<file path="config.mk">
export PLATFORM = sky130hd
export DESIGN_NAME = exp_moving_average_warmup_top
export DESIGN_NICKNAME = d
export VERILOG_FILES = /design/src/rtl/ema_pkg.sv /design/src/rtl/ema_dp.sv /design/src/rtl/ema_ctrl.sv /design/src/rtl/exp_moving_average_warmup_top.sv
export SDC_FILE = /design/constraint.sdc
export NUM_CORES = 2
export LEC_CHECK = 0
export ABC_AREA = 1
export BUFFER_PORTS_ARGS = -buffer_cell sky130_fd_sc_hd__clkbuf_2
export CAP_MARGIN = 10
export CORE_ASPECT_RATIO = 0.75
export CORE_MARGIN = 4
export CORE_UTILIZATION = 34
export DETAILED_ROUTE_END_ITERATION = 10
export HOLD_SLACK_MARGIN = 0.05
export SYNTH_ARGS = -nofsm -noshare
export SYNTH_HDL_FRONTEND = slang
export SYNTH_SLANG_ARGS = --single-unit
</file>
<file path="constraint.sdc">
create_clock -name i_clk -period 20.6 [get_ports i_clk]
set_clock_uncertainty 0.2 [all_clocks]
set_input_delay 1.03 -clock i_clk [delete_from_list [all_inputs] [get_ports i_clk]]
set_output_delay 1.03 -clock i_clk [all_outputs]
set_load 0.02 [all_outputs]
</file>
<file path="src/rtl/ema_pkg.sv">
// ----------------------------------------------------------------------------
// ema_pkg
// Shared types, widths and helpers for the moving average block with warm-up.
// ----------------------------------------------------------------------------
`default_nettype none

package ema_pkg;

    // Field widths
    localparam int SAMPLE_WIDTH = 16;
    localparam int COUNT_WIDTH  = 8;
    localparam int AVG_W        = 32;
    localparam int DECAY_W      = 16;
    localparam int WARMUP_W     = 8;
    localparam int FRAC_W       = 16;

    // Derived widths
    localparam int SUM_W       = SAMPLE_WIDTH + COUNT_WIDTH;
    localparam int MAG_W       = SUM_W - 1;
    localparam int DIV_W       = ((MAG_W + FRAC_W + 1) / 2) * 2;
    localparam int DIV_STEPS   = DIV_W / 2;
    localparam int DIV_CNT_W   = $clog2(DIV_STEPS);
    localparam int CMP_W       = (WARMUP_W > COUNT_WIDTH) ? WARMUP_W : COUNT_WIDTH;
    localparam int MUL_A_W     = DECAY_W + 2;
    localparam int ACC_W       = MUL_A_W + AVG_W;
    localparam int WIDE_W      = 64;

    // Configuration port
    localparam int CFG_IDX_W  = 2;
    localparam int CFG_DATA_W = 16;

    typedef enum logic [CFG_IDX_W-1:0] {
        REG_DECAY  = 2'd0,
        REG_WARMUP = 2'd1
    } t_reg_idx;

    localparam logic [DECAY_W-1:0]     DECAY_RESET  = 16'd62259;
    localparam logic [WARMUP_W-1:0]    WARMUP_RESET = 8'd16;
    localparam logic [COUNT_WIDTH-1:0] COUNT_MAX    = {COUNT_WIDTH{1'b1}};

    localparam logic signed [WIDE_W-1:0] AVG_MAX_W = 64'sh0000_0000_7FFF_FFFF;
    localparam logic signed [WIDE_W-1:0] AVG_MIN_W = -64'sh0000_0000_8000_0000;

    // Operation codes
    localparam logic OP_ADD   = 1'b0;
    localparam logic OP_CLEAR = 1'b1;

    typedef struct packed {
        logic                           operation;
        logic signed [SAMPLE_WIDTH-1:0] sample;
    } t_in_item;

    typedef struct packed {
        logic signed [AVG_W-1:0] average;
        logic                    warmed_up;
    } t_out_item;

    // Controller to datapath
    typedef struct packed {
        logic start;
        logic div_step;
        logic mul_old;
        logic mul_new;
        logic finish_warm;
        logic finish_exp;
        logic out_load;
    } t_dp_cmd;

    // Datapath to controller
    typedef struct packed {
        logic exp_mode;
    } t_dp_stat;

    // Saturate a wide signed value to the signed 32-bit range.
    function automatic logic signed [AVG_W-1:0] sat32(input logic signed [WIDE_W-1:0] x);
        logic signed [AVG_W-1:0] res;
        if (x > AVG_MAX_W) begin
            res = AVG_MAX_W[AVG_W-1:0];
        end else if (x < AVG_MIN_W) begin
            res = AVG_MIN_W[AVG_W-1:0];
        end else begin
            res = x[AVG_W-1:0];
        end
        return res;
    endfunction

endpackage

`default_nettype wire

</file>
<file path="src/rtl/ema_dp.sv">
// ----------------------------------------------------------------------------
// ema_dp
// Datapath: configuration registers, running state, a radix-4 restoring
// divider for the warm-up mean and a shared multiplier for the decay update.
// ----------------------------------------------------------------------------
`default_nettype none

module ema_dp
    import ema_pkg::*;
(
    input  wire                  i_clk,
    input  wire                  i_rst_n,
    input  wire                  i_cfg_valid,
    input  wire [CFG_IDX_W-1:0]  i_cfg_index,
    input  wire [CFG_DATA_W-1:0] i_cfg_data,
    input  t_in_item             i_in_data,
    input  t_dp_cmd              i_cmd,
    output t_dp_stat             o_stat,
    output t_out_item            o_out_data
);

    logic [DECAY_W-1:0]           r_decay;
    logic [WARMUP_W-1:0]          r_warmup;
    logic signed [AVG_W-1:0]      r_avg;
    logic signed [SUM_W-1:0]      r_sum;
    logic [COUNT_WIDTH-1:0]       r_count;
    logic                         r_exp;

    logic                         r_neg;
    logic [COUNT_WIDTH-1:0]       r_rem;
    logic [DIV_W-1:0]             r_dvd;
    logic signed [AVG_W-1:0]      r_scaled;
    logic signed [ACC_W-1:0]      r_acc;
    t_out_item                    r_out;

    logic signed [SUM_W-1:0]      n_sum;
    logic [COUNT_WIDTH-1:0]       n_count;
    logic                         n_exp;
    logic [SUM_W-1:0]             w_abs;
    logic signed [WIDE_W-1:0]     w_scaled_wide;
    logic [COUNT_WIDTH-1:0]       n_rem;
    logic [DIV_W-1:0]             n_dvd;
    logic signed [MUL_A_W-1:0]    w_ma;
    logic signed [AVG_W-1:0]      w_mb;
    logic signed [ACC_W-1:0]      w_prod;
    logic signed [ACC_W-1:0]      w_acc_shr;
    logic signed [WIDE_W-1:0]     w_acc_wide;
    logic [WIDE_W-1:0]            w_quo_wide;
    logic signed [WIDE_W-1:0]     w_quo_signed;
    logic [DECAY_W:0]             w_comp;

    assign o_stat.exp_mode = r_exp;
    assign o_out_data      = r_out;

    // Warm-up update of sum, count and mode.
    always_comb begin
        n_sum   = r_sum + {{COUNT_WIDTH{i_in_data.sample[SAMPLE_WIDTH-1]}}, i_in_data.sample};
        n_count = (r_count == COUNT_MAX) ? r_count : r_count + 1'b1;
        n_exp   = (CMP_W'(n_count) >= CMP_W'(r_warmup)) || (n_count == COUNT_MAX);
        w_abs   = n_sum[SUM_W-1] ? SUM_W'(-n_sum) : SUM_W'(n_sum);
        w_scaled_wide = {{(WIDE_W-SAMPLE_WIDTH-FRAC_W){i_in_data.sample[SAMPLE_WIDTH-1]}},
                         i_in_data.sample, {FRAC_W{1'b0}}};
    end

    // Two restoring division steps per cycle; the divisor is the sample count.
    always_comb begin
        logic [COUNT_WIDTH:0] trial;
        n_rem = r_rem;
        n_dvd = r_dvd;
        for (int k = 0; k < 2; k++) begin
            trial = {n_rem, n_dvd[DIV_W-1]};
            if (trial >= {1'b0, r_count}) begin
                n_rem = COUNT_WIDTH'(trial - {1'b0, r_count});
                n_dvd = {n_dvd[DIV_W-2:0], 1'b1};
            end else begin
                n_rem = trial[COUNT_WIDTH-1:0];
                n_dvd = {n_dvd[DIV_W-2:0], 1'b0};
            end
        end
    end

    // Shared multiplier: decay times old average, then complement times sample.
    always_comb begin
        w_comp = (DECAY_W+1)'(1 << DECAY_W) - {1'b0, r_decay};
        if (i_cmd.mul_new) begin
            w_ma = signed'({1'b0, w_comp});
            w_mb = r_scaled;
        end else begin
            w_ma = signed'({2'b00, r_decay});
            w_mb = r_avg;
        end
        w_prod       = w_ma * w_mb;
        w_acc_shr    = r_acc >>> FRAC_W;
        w_acc_wide   = {{(WIDE_W-ACC_W){w_acc_shr[ACC_W-1]}}, w_acc_shr};
        w_quo_wide   = WIDE_W'(r_dvd);
        w_quo_signed = r_neg ? -signed'(w_quo_wide) : signed'(w_quo_wide);
    end

    // Configuration and running state.
    always_ff @(posedge i_clk) begin
        if (!i_rst_n) begin
            r_decay  <= DECAY_RESET;
            r_warmup <= WARMUP_RESET;
            r_avg    <= '0;
            r_sum    <= '0;
            r_count  <= '0;
            r_exp    <= 1'b0;
        end else begin
            if (i_cfg_valid) begin
                unique case (i_cfg_index)
                    REG_DECAY:  r_decay  <= i_cfg_data[DECAY_W-1:0];
                    REG_WARMUP: r_warmup <= i_cfg_data[WARMUP_W-1:0];
                    default: ;
                endcase
            end
            if (i_cmd.start) begin
                if (i_in_data.operation == OP_CLEAR) begin
                    r_avg   <= '0;
                    r_sum   <= '0;
                    r_count <= '0;
                    r_exp   <= 1'b0;
                end else if (!r_exp) begin
                    r_sum   <= n_sum;
                    r_count <= n_count;
                    r_exp   <= n_exp;
                end
            end
            if (i_cmd.finish_warm) begin
                r_avg <= sat32(w_quo_signed);
            end
            if (i_cmd.finish_exp) begin
                r_avg <= sat32(w_acc_wide);
            end
        end
    end

    // Working registers, no reset needed.
    always_ff @(posedge i_clk) begin
        if (i_cmd.start) begin
            r_scaled <= sat32(w_scaled_wide);
            r_neg    <= n_sum[SUM_W-1];
            r_rem    <= '0;
            r_dvd    <= DIV_W'({w_abs[MAG_W-1:0], {FRAC_W{1'b0}}});
        end
        if (i_cmd.div_step) begin
            r_rem <= n_rem;
            r_dvd <= n_dvd;
        end
        if (i_cmd.mul_old) begin
            r_acc <= w_prod;
        end
        if (i_cmd.mul_new) begin
            r_acc <= r_acc + w_prod;
        end
        if (i_cmd.out_load) begin
            r_out.average   <= r_avg;
            r_out.warmed_up <= r_exp;
        end
    end

endmodule

`default_nettype wire

</file>
<file path="src/rtl/ema_ctrl.sv">
// ----------------------------------------------------------------------------
// ema_ctrl
// Controller: sequences the divider or the multiply steps for one item and
// owns the valid flag of the output register.
// ----------------------------------------------------------------------------
`default_nettype none

module ema_ctrl
    import ema_pkg::*;
(
    input  wire      i_clk,
    input  wire      i_rst_n,
    input  wire      i_in_valid,
    input  wire      i_op_clear,
    output logic     o_in_ready,
    output logic     o_out_valid,
    input  wire      i_out_ready,
    input  t_dp_stat i_stat,
    output t_dp_cmd  o_cmd
);

    typedef enum logic [5:0] {
        S_IDLE    = 6'b000001,
        S_DIV     = 6'b000010,
        S_MUL_OLD = 6'b000100,
        S_MUL_NEW = 6'b001000,
        S_FINISH  = 6'b010000,
        S_WRITE   = 6'b100000
    } t_state;

    t_state                 r_state, n_state;
    logic [DIV_CNT_W-1:0]   r_cnt, n_cnt;
    logic                   r_warm_path, n_warm_path;
    logic                   r_out_valid, n_out_valid;
    logic                   w_accept;

    assign o_in_ready  = (r_state == S_IDLE);
    assign o_out_valid = r_out_valid;
    assign w_accept    = i_in_valid && o_in_ready;

    always_comb begin
        n_state     = r_state;
        n_cnt       = r_cnt;
        n_warm_path = r_warm_path;
        o_cmd       = '0;
        o_cmd.start = w_accept;
        unique case (r_state)
            S_IDLE: begin
                if (w_accept) begin
                    n_cnt = '0;
                    if (i_op_clear) begin
                        n_state = S_WRITE;
                    end else if (i_stat.exp_mode) begin
                        n_warm_path = 1'b0;
                        n_state     = S_MUL_OLD;
                    end else begin
                        n_warm_path = 1'b1;
                        n_state     = S_DIV;
                    end
                end
            end
            S_DIV: begin
                o_cmd.div_step = 1'b1;
                n_cnt          = r_cnt + 1'b1;
                if (r_cnt == DIV_CNT_W'(DIV_STEPS - 1)) begin
                    n_state = S_FINISH;
                end
            end
            S_MUL_OLD: begin
                o_cmd.mul_old = 1'b1;
                n_state       = S_MUL_NEW;
            end
            S_MUL_NEW: begin
                o_cmd.mul_new = 1'b1;
                n_state       = S_FINISH;
            end
            S_FINISH: begin
                o_cmd.finish_warm = r_warm_path;
                o_cmd.finish_exp  = !r_warm_path;
                n_state           = S_WRITE;
            end
            S_WRITE: begin
                // The output register is free once its transaction completes.
                if (!r_out_valid || i_out_ready) begin
                    o_cmd.out_load = 1'b1;
                    n_state        = S_IDLE;
                end
            end
            default: n_state = S_IDLE;
        endcase

        if (o_cmd.out_load) begin
            n_out_valid = 1'b1;
        end else if (i_out_ready) begin
            n_out_valid = 1'b0;
        end else begin
            n_out_valid = r_out_valid;
        end
    end

    always_ff @(posedge i_clk) begin
        if (!i_rst_n) begin
            r_state     <= S_IDLE;
            r_cnt       <= '0;
            r_warm_path <= 1'b0;
            r_out_valid <= 1'b0;
        end else begin
            r_state     <= n_state;
            r_cnt       <= n_cnt;
            r_warm_path <= n_warm_path;
            r_out_valid <= n_out_valid;
        end
    end

endmodule

`default_nettype wire

</file>
<file path="src/rtl/exp_moving_average_warmup_top.sv">
// ----------------------------------------------------------------------------
// exp_moving_average_warmup_top
// Moving average of signed samples in Q15.16, plain mean during warm-up and
// exponential decay afterwards.
// ----------------------------------------------------------------------------
// Usage:
// Input transactions on i_in_valid / o_in_ready carry an operation and a
// sample; every one returns one result (average, warmed_up) on
// o_out_valid / i_out_ready. Configuration writes on i_cfg_valid /
// o_cfg_ready (always ready) set decay (index 0) and warmup_samples
// (index 1); other indices are ignored. Write them only while idle.
// One item is worked on at a time. A warm-up sample, once accepted, runs
// the two-bit-per-cycle divider forming sum * 65536 / count, then a step
// that applies the sign and saturates, then a step that loads the output
// register; the next item is taken once the controller is back in idle.
// An exponential-mode sample runs two multiply steps that share one
// 18 x 32 multiplier, then the sign-and-saturate and load steps.
// A clear goes straight to the load step.
// The output register holds a result until it is taken; the next item may
// be accepted and processed meanwhile, and waits only at the load step.
// Reset (synchronous, active low) restores register defaults and clears the
// average, sum, count and mode.
// ----------------------------------------------------------------------------
`default_nettype none

module exp_moving_average_warmup_top
    import ema_pkg::*;
(
    input  wire                  i_clk,
    input  wire                  i_rst_n,
    input  wire                  i_in_valid,
    output logic                 o_in_ready,
    input  t_in_item             i_in_data,
    output logic                 o_out_valid,
    input  wire                  i_out_ready,
    output t_out_item            o_out_data,
    input  wire                  i_cfg_valid,
    output logic                 o_cfg_ready,
    input  wire [CFG_IDX_W-1:0]  i_cfg_index,
    input  wire [CFG_DATA_W-1:0] i_cfg_data
);

    t_dp_cmd  w_cmd;
    t_dp_stat w_stat;

    assign o_cfg_ready = 1'b1;

    ema_ctrl u_ctrl (
        .i_clk       (i_clk),
        .i_rst_n     (i_rst_n),
        .i_in_valid  (i_in_valid),
        .i_op_clear  (i_in_data.operation == OP_CLEAR),
        .o_in_ready  (o_in_ready),
        .o_out_valid (o_out_valid),
        .i_out_ready (i_out_ready),
        .i_stat      (w_stat),
        .o_cmd       (w_cmd)
    );

    ema_dp u_dp (
        .i_clk       (i_clk),
        .i_rst_n     (i_rst_n),
        .i_cfg_valid (i_cfg_valid),
        .i_cfg_index (i_cfg_index),
        .i_cfg_data  (i_cfg_data),
        .i_in_data   (i_in_data),
        .i_cmd       (w_cmd),
        .o_stat      (w_stat),
        .o_out_data  (o_out_data)
    );

endmodule

`default_nettype wire
</file>
# After elaboration in Yosys (flattened, before gate mapping)
# Cells that the tools add are included.
# classes
n_lt_le_gt_ge	9
reduce_logical	19
muxes	47
eq_ne	14
add_sub_neg	9
bitwise_logic	1
mul	1
# ops
operator	n
2-to-1 mux 32 bit	10
2-to-1 mux 50 bit	2
2-to-1 mux 40 bit	2
greater-than comparator 64 x 32 -> 1 bit (second input constant)	1
< comparator 64 x 32 -> 1 bit (second input constant)	1
2-to-1 mux 64 bit	1
negation 40 -> 64 bit	1
2-to-1 mux 8 bit	7
adder 50 bit	1
multiplier 18 x 32 -> 50 bit	1
2-to-1 mux 24 bit	2
case mux 6 bit (6 select lines)	1
greater-than comparator 34 x 32 -> 1 bit (second input constant)	1
< comparator 34 x 32 -> 1 bit (second input constant)	1
greater-than comparator 32 bit (second input constant)	1
< comparator 32 bit (second input constant)	1
adder 24 bit	1
2-to-1 mux 6 bit	4
2-to-1 mux 23 bit	1
negation 23 bit	1
>= comparator 9 x 8 -> 1 bit	2
2-to-1 mux 17 bit	1
subtractor 17 x 16 -> 17 bit (first input constant)	1
equality test 8 bit (second input constant)	2
other kinds (28)	53
# totals
out_inout_bits	36
word_cells	117
input_bits	40
reg_bits	266

# Depth between registers and ports, before layout
# depth
ltp_word	7
depth_mapped	53
ltp_nobuf	51

# Cells and area by module
# Synthesis repeated with hierarchy kept, for this count alone.
# hier_totals
hier_cells	5059
hier_area_um2	37753.7
# by_module_without_submodules
module	seq_area_each_um2	n_inst	cells_each	area_each_um2
ema_dp	6226.0	1	4940	36965.5
ema_ctrl	260.2	1	117	777.0
exp_moving_average_warmup_top	0.0	1	2	11.3

# Worst setup path after synthesis
# Ideal clock, no wire load.
# synth_path
path_kind	register to register
start	register u_dp.r_decay[0]
end	register u_dp.r_acc[49] (data pin)
synth_period_minus_slack_ps	8714
slack_ps	11886
stages_incl_launch_ff	47
t_arrival_ps	8261
path_buffers	2
path_cell_list	dfxtp_1 clkbuf_1 clkinv_1 ha_1 nand3_1 nor3_2 inv_1 nor2_1 inv_1 nor3_2 nor2_1 xor2_1 buf_2 nand2_1 fa_1 inv_1 fa_1 fa_1 [... 11 more ...] a21boi_0 xor2_1 inv_1 ha_1 nand2_1 nor2_1 inv_1 nor2_1 inv_1 nor2_1 inv_1 or2_2 nand3_1 nand2_1 nand3_1 inv_1 nand2_1 nand2_1
# synth_between
elab_chain_cells	5
elab_cells_between_ends	6
classes_between	2 x add/sub; 1 x mul; 3 x mux
# synth_lines
item	line	source
from (decl)	ema_dp.sv:22	logic [DECAY_W-1:0] r_decay;
from (signal assigned)	ema_dp.sv:111	REG_DECAY: r_decay <= i_cfg_data[DECAY_W-1:0];
subtractor 17 x 16 -> 17 bit	ema_dp.sv:84	w_comp = (DECAY_W+1)'(1 << DECAY_W) - {1'b0, r_decay};
2-to-1 mux 17 bit (*)	ema_dp.sv:85	if (i_cmd.mul_new) begin
multiplier 18 x 32 -> 50 bit (*)	ema_dp.sv:92	w_prod = w_ma * w_mb;
adder 50 bit / 2-to-1 mux 50 bit (equally long branches)	ema_dp.sv:153, ema_dp.sv:149	
2-to-1 mux 50 bit (*)	ema_dp.sv:152	if (i_cmd.mul_new) begin
to (signal assigned)	ema_dp.sv:150	r_acc <= w_prod;
to (signal assigned)	ema_dp.sv:153	r_acc <= r_acc + w_prod;
to (decl)	ema_dp.sv:33	logic signed [ACC_W-1:0] r_acc;
# Every way passes the cells marked *; elsewhere a longest branch is shown, timed or not. The select of a mux whose other input is x is not followed.
# A chain may end at the register's enable or synchronous reset.

# Worst setup path after layout
# layout_path
start	register u_ctrl.r_state[1]
end	register u_dp.r_acc[46] (data pin)
# layout_between
elab_chain_cells	6
elab_cells_between_ends	8
classes_between	1 x add/sub; 1 x mul; 1 x eq/ne; 5 x mux
# layout_lines
item	line	source
from (decl)	ema_ctrl.sv:31	t_state r_state, n_state;
from (signal assigned)	ema_ctrl.sv:108	r_state <= n_state;
equality test 6 x 4 -> 1 bit (*)	ema_ctrl.sv:47	unique case (r_state)
2-to-1 mux 1 bit (*)	ema_ctrl.sv:47	
2-to-1 mux 17 bit / 2-to-1 mux 32 bit (equally long branches)	ema_dp.sv:85	
multiplier 18 x 32 -> 50 bit	ema_dp.sv:92	
adder 50 bit / 2-to-1 mux 50 bit (equally long branches)	ema_dp.sv:153, ema_dp.sv:149	
2-to-1 mux 50 bit (*)	ema_dp.sv:152	
# Marked as above.

==> flow_metrics.py <==
metrics = {
    "outcome": {
        "status": "finished clean",
    },
    "clock_tree": {
        "cts_resized": 0,
        "htreeDepth": 1,
        "cts_setup_buffers": 0,
        "cts_sinks": 250,
        "path_clk_slew_ns": 0.07,
        "cts_tree": "yes",
        "clk_latency_ns": 0.61,
        "root_buffer": "clkbuf_16",
        "clockBufferDepth": 3,
        "ctsHoldBuffers": 0,
        "numCtsBuffers": 30,
    },
    "yosys": {
        "ys_seq_area_share_pct": 17.2,
        "synth-edff-count": 148,
        "synth_cells": 5010,
        "synth.top_cell.area_share_pct": 27.9,
        "yosysTopAreaCell": "fa_1",
        "synth_ff_type": "edfxtp_1",
        "syn_area_per_cell_sq_um": 7.53,
        "async_flop_share_pct": 0,
        "ys.warnings.count": 0,
        "synth-seq-cells": 250,
        "ys_top_cells_by_area": "fa_1, nand2_1, edfxtp_1",
        "synthesis.area_sq_um": 37700,
        "synth.distinct_cells": 62,
    },
    "global_routing": {
        "grt_pass1_vias": 30700,
        "antenna_found_initial": 3,
        "grt.overflow.total": 0,
        "grt_pass1_wl_um": 186000,
        "track_usage_pct": 20.5,
        "grt_max_degree": 77,
    },
    "finish": {
        "diodes": 0,
        "layout_commonest_cell": "nand2_1",
        "final_cell_mix": "nand2_1, inv_1, fa_1",
        "final_layout_size_suffix_gt1_share_pct": 6.24,
        "design_area_sq_um": 40700,
        "fillerInstances": 11600,
        "area_growth_pct": 7.90,
        "nets": 5813,
        "fin_cells": 6493,
    },
    "sta": {
        "fin_crit_sh_pct": 56.1,
        "fin_hold_ws_ns": 0.263,
        "period_minus_slack_ns": 11.56,
        "setup_viol_count_final": 0,
        "tns_ns": 0,
        "finalMaxSlewViolations": 0,
        "rsz0062_at_grt": "false",
        "worstMarginPinSlew_ns": 1.17,
        "worst_slew_margin_rel_pct": 21.7,
        "fmax_mhz": 86.5,
        "hold_violations": 0,
    },
    "setup_path": {
        "path_buf_inv": 13,
        "r2r_start": "u_ctrl.r_state[1]",
        "rrSetupSlack_ns": 9.04,
        "critPathTopFamily": "adder cells",
        "startpoint_type": "flip-flop",
        "cp.arrival_ns": 11.70,
        "worst_r2r_endpoint": "u_dp.r_acc[46]",
        "cp.required_ns": 20.74,
        "rr_worst_depth": 39,
        "crit_slowest_cell": "buf_4",
        "critPathMaxStageDelay_ns": 0.67,
        "critPathKind": "reg2reg",
        "cpMostUsedCell": "inv_1",
        "end_kind": "flip-flop",
        "cp_max_fo": 76,
    },
    "worst_hold_path": {
        "min_path_type": "reg2reg",
        "min_from": "u_dp.r_warmup[1]",
        "hold_end": "u_dp.r_warmup[1]",
        "min_path_cells": 2,
    },
    "power_and_ir_drop": {
        "internal-power_mw": 2.65,
        "power_switching_mw": 3.65,
        "power_frac_comb_pct": 79.5,
        "power_density_nw_per_um2": 155,
        "switching_share_pct": 57.9,
        "irDropWorstVdd_uv": 228,
        "p_seq_share_pct": 10.7,
        "leakage_nw": 20.4,
        "power_frac_clock_pct": 9.8,
    },
    "detailed_routing": {
        "drtAntennaViolNets": 0,
        "first_pass_iters": 7,
        "via_count": 32400,
        "viasPerCell": 4.99,
        "detail_route.iter0.violations": 3097,
        "routedWlPerCell_um": 18.5,
        "drt_wl_total_um": 120000,
        "drc": 0,
    },
    "die": {
        "row_count": 105,
        "die-area_sq_um": 116000,
        "die_w_um": 393,
        "die_h_um": 296,
        "core_sq_um": 110000,
        "start_util_pct": 34.4,
        "ios": 76,
    },
    "placed_design": {
        "io_buffer_count": 74,
        "dp_hpwl_um": 100000,
        "place_congestion": 0.946,
        "dpl.cell_count": 6435,
        "placedInstanceArea_sq_um": 39600,
    },
    "run": {
        "maxCapViolCount": 0,
    },
}
## per-stage QoR
stage	util [%]	total power, mW	setup WS [ns]
after CTS	37.1	6.23	9.40
after detailed placement	36.1	5.58	9.48
final	37.1	6.30	9.04
after global routing	37.1	6.94	8.52
after floorplan	-	4.22	11.89
after global placement	36.1	5.59	9.31
## cells in the mapped netlist (45+ instances only)
library cell / instances
a21oi_1: 214
buf_2: 45
clkbuf_1: 79
dfxtp_1: 102
edfxtp_1: 148
fa_1: 525
ha_1: 223
inv_1: 1036
nand2_1: 1185
nand3_1: 139
nand4_1: 51
nor2_1: 523
nor3_1: 55
o21ai_0: 203
xor2_1: 106
## routing by layer
metal	GRT usage, %	vias up	part of all wire [%]
li1	-	15400	-
met1	32.8	15800	50
met2	28.9	1100	40
met3	3.65	106	8.0
met4	3.39	0	1.8
met5	0	-	0
## cell families after synthesis
family / Yosys count / share of synthesized area, %
flip-flops: 250 / 17.2
buffers and inverters: 1206 / 12.4
AND/OR/NAND/NOR: 2073 / 22.8
other: 2 / 0.0199
AO/OA/AOI/OAI: 592 / 9.03
XOR/XNOR: 139 / 3.27
adder cells (fa/ha/maj): 748 / 35.3
## worst max-delay path by stage
stage,end,startpoint,cells past startpoint,slack (ns)
after floorplan,u_dp.r_acc[49],u_dp.r_decay[0],46,11.89
after global placement,u_dp.r_acc[46],u_ctrl.r_state[1],37,9.31
after detailed placement,u_dp.r_acc[46],u_ctrl.r_state[1],39,9.48
after CTS,u_dp.r_acc[46],u_ctrl.r_state[1],39,9.40
after global routing,u_dp.r_acc[49],u_ctrl.r_state[1],39,8.52
final,u_dp.r_acc[46],u_ctrl.r_state[1],39,9.04
## area by class of cell
class                      count  area [sq um]  share of cell area (%)
multi-input combinational   3569         26600                    65.5
timing repair buffer         110           648                    1.59
clock buffer                  37           818                    2.01
inverter                    1064          4000                    9.82
sequential                   250          6490                    15.9
tap                         1444          1810                    4.44
clock inverter                19           304                   0.747
## sequential cells by signal, indices dropped and copies added, names as in the netlist
signal	count
u_dp.r_count	8
u_dp.r_decay	16
u_ctrl.o_out_valid	1
u_dp.r_sum	24
u_dp.r_dvd	40
u_dp.r_scaled	16
u_ctrl.r_state	6
u_dp.o_out_data	33
u_dp.r_avg	32
u_dp.r_warmup	8
u_ctrl.r_cnt	5
u_dp.r_rem	8
u_dp.o_stat	1
u_dp.r_neg	1
u_dp.r_acc	50
u_ctrl.r_warm_path	1
## power by group through the flow
stage / clock, mW / sequential, mW / combinational (mW)
floorplan: 0 / 0.668 / 3.55
detailed placement: 0 / 0.683 / 4.90
global route: 0.650 / 0.676 / 5.61
CTS: 0.629 / 0.673 / 4.93
global placement: 0 / 0.683 / 4.90
finish: 0.618 / 0.673 / 5.01
## tightest hold or removal path, cell delays in order, from the launching register on
cell and delay (ns):
dfxtp_1 0.30, inv_1 0.06, a21oi_1 0.06
No activity file was read; power rests on OpenSTA's default activity.
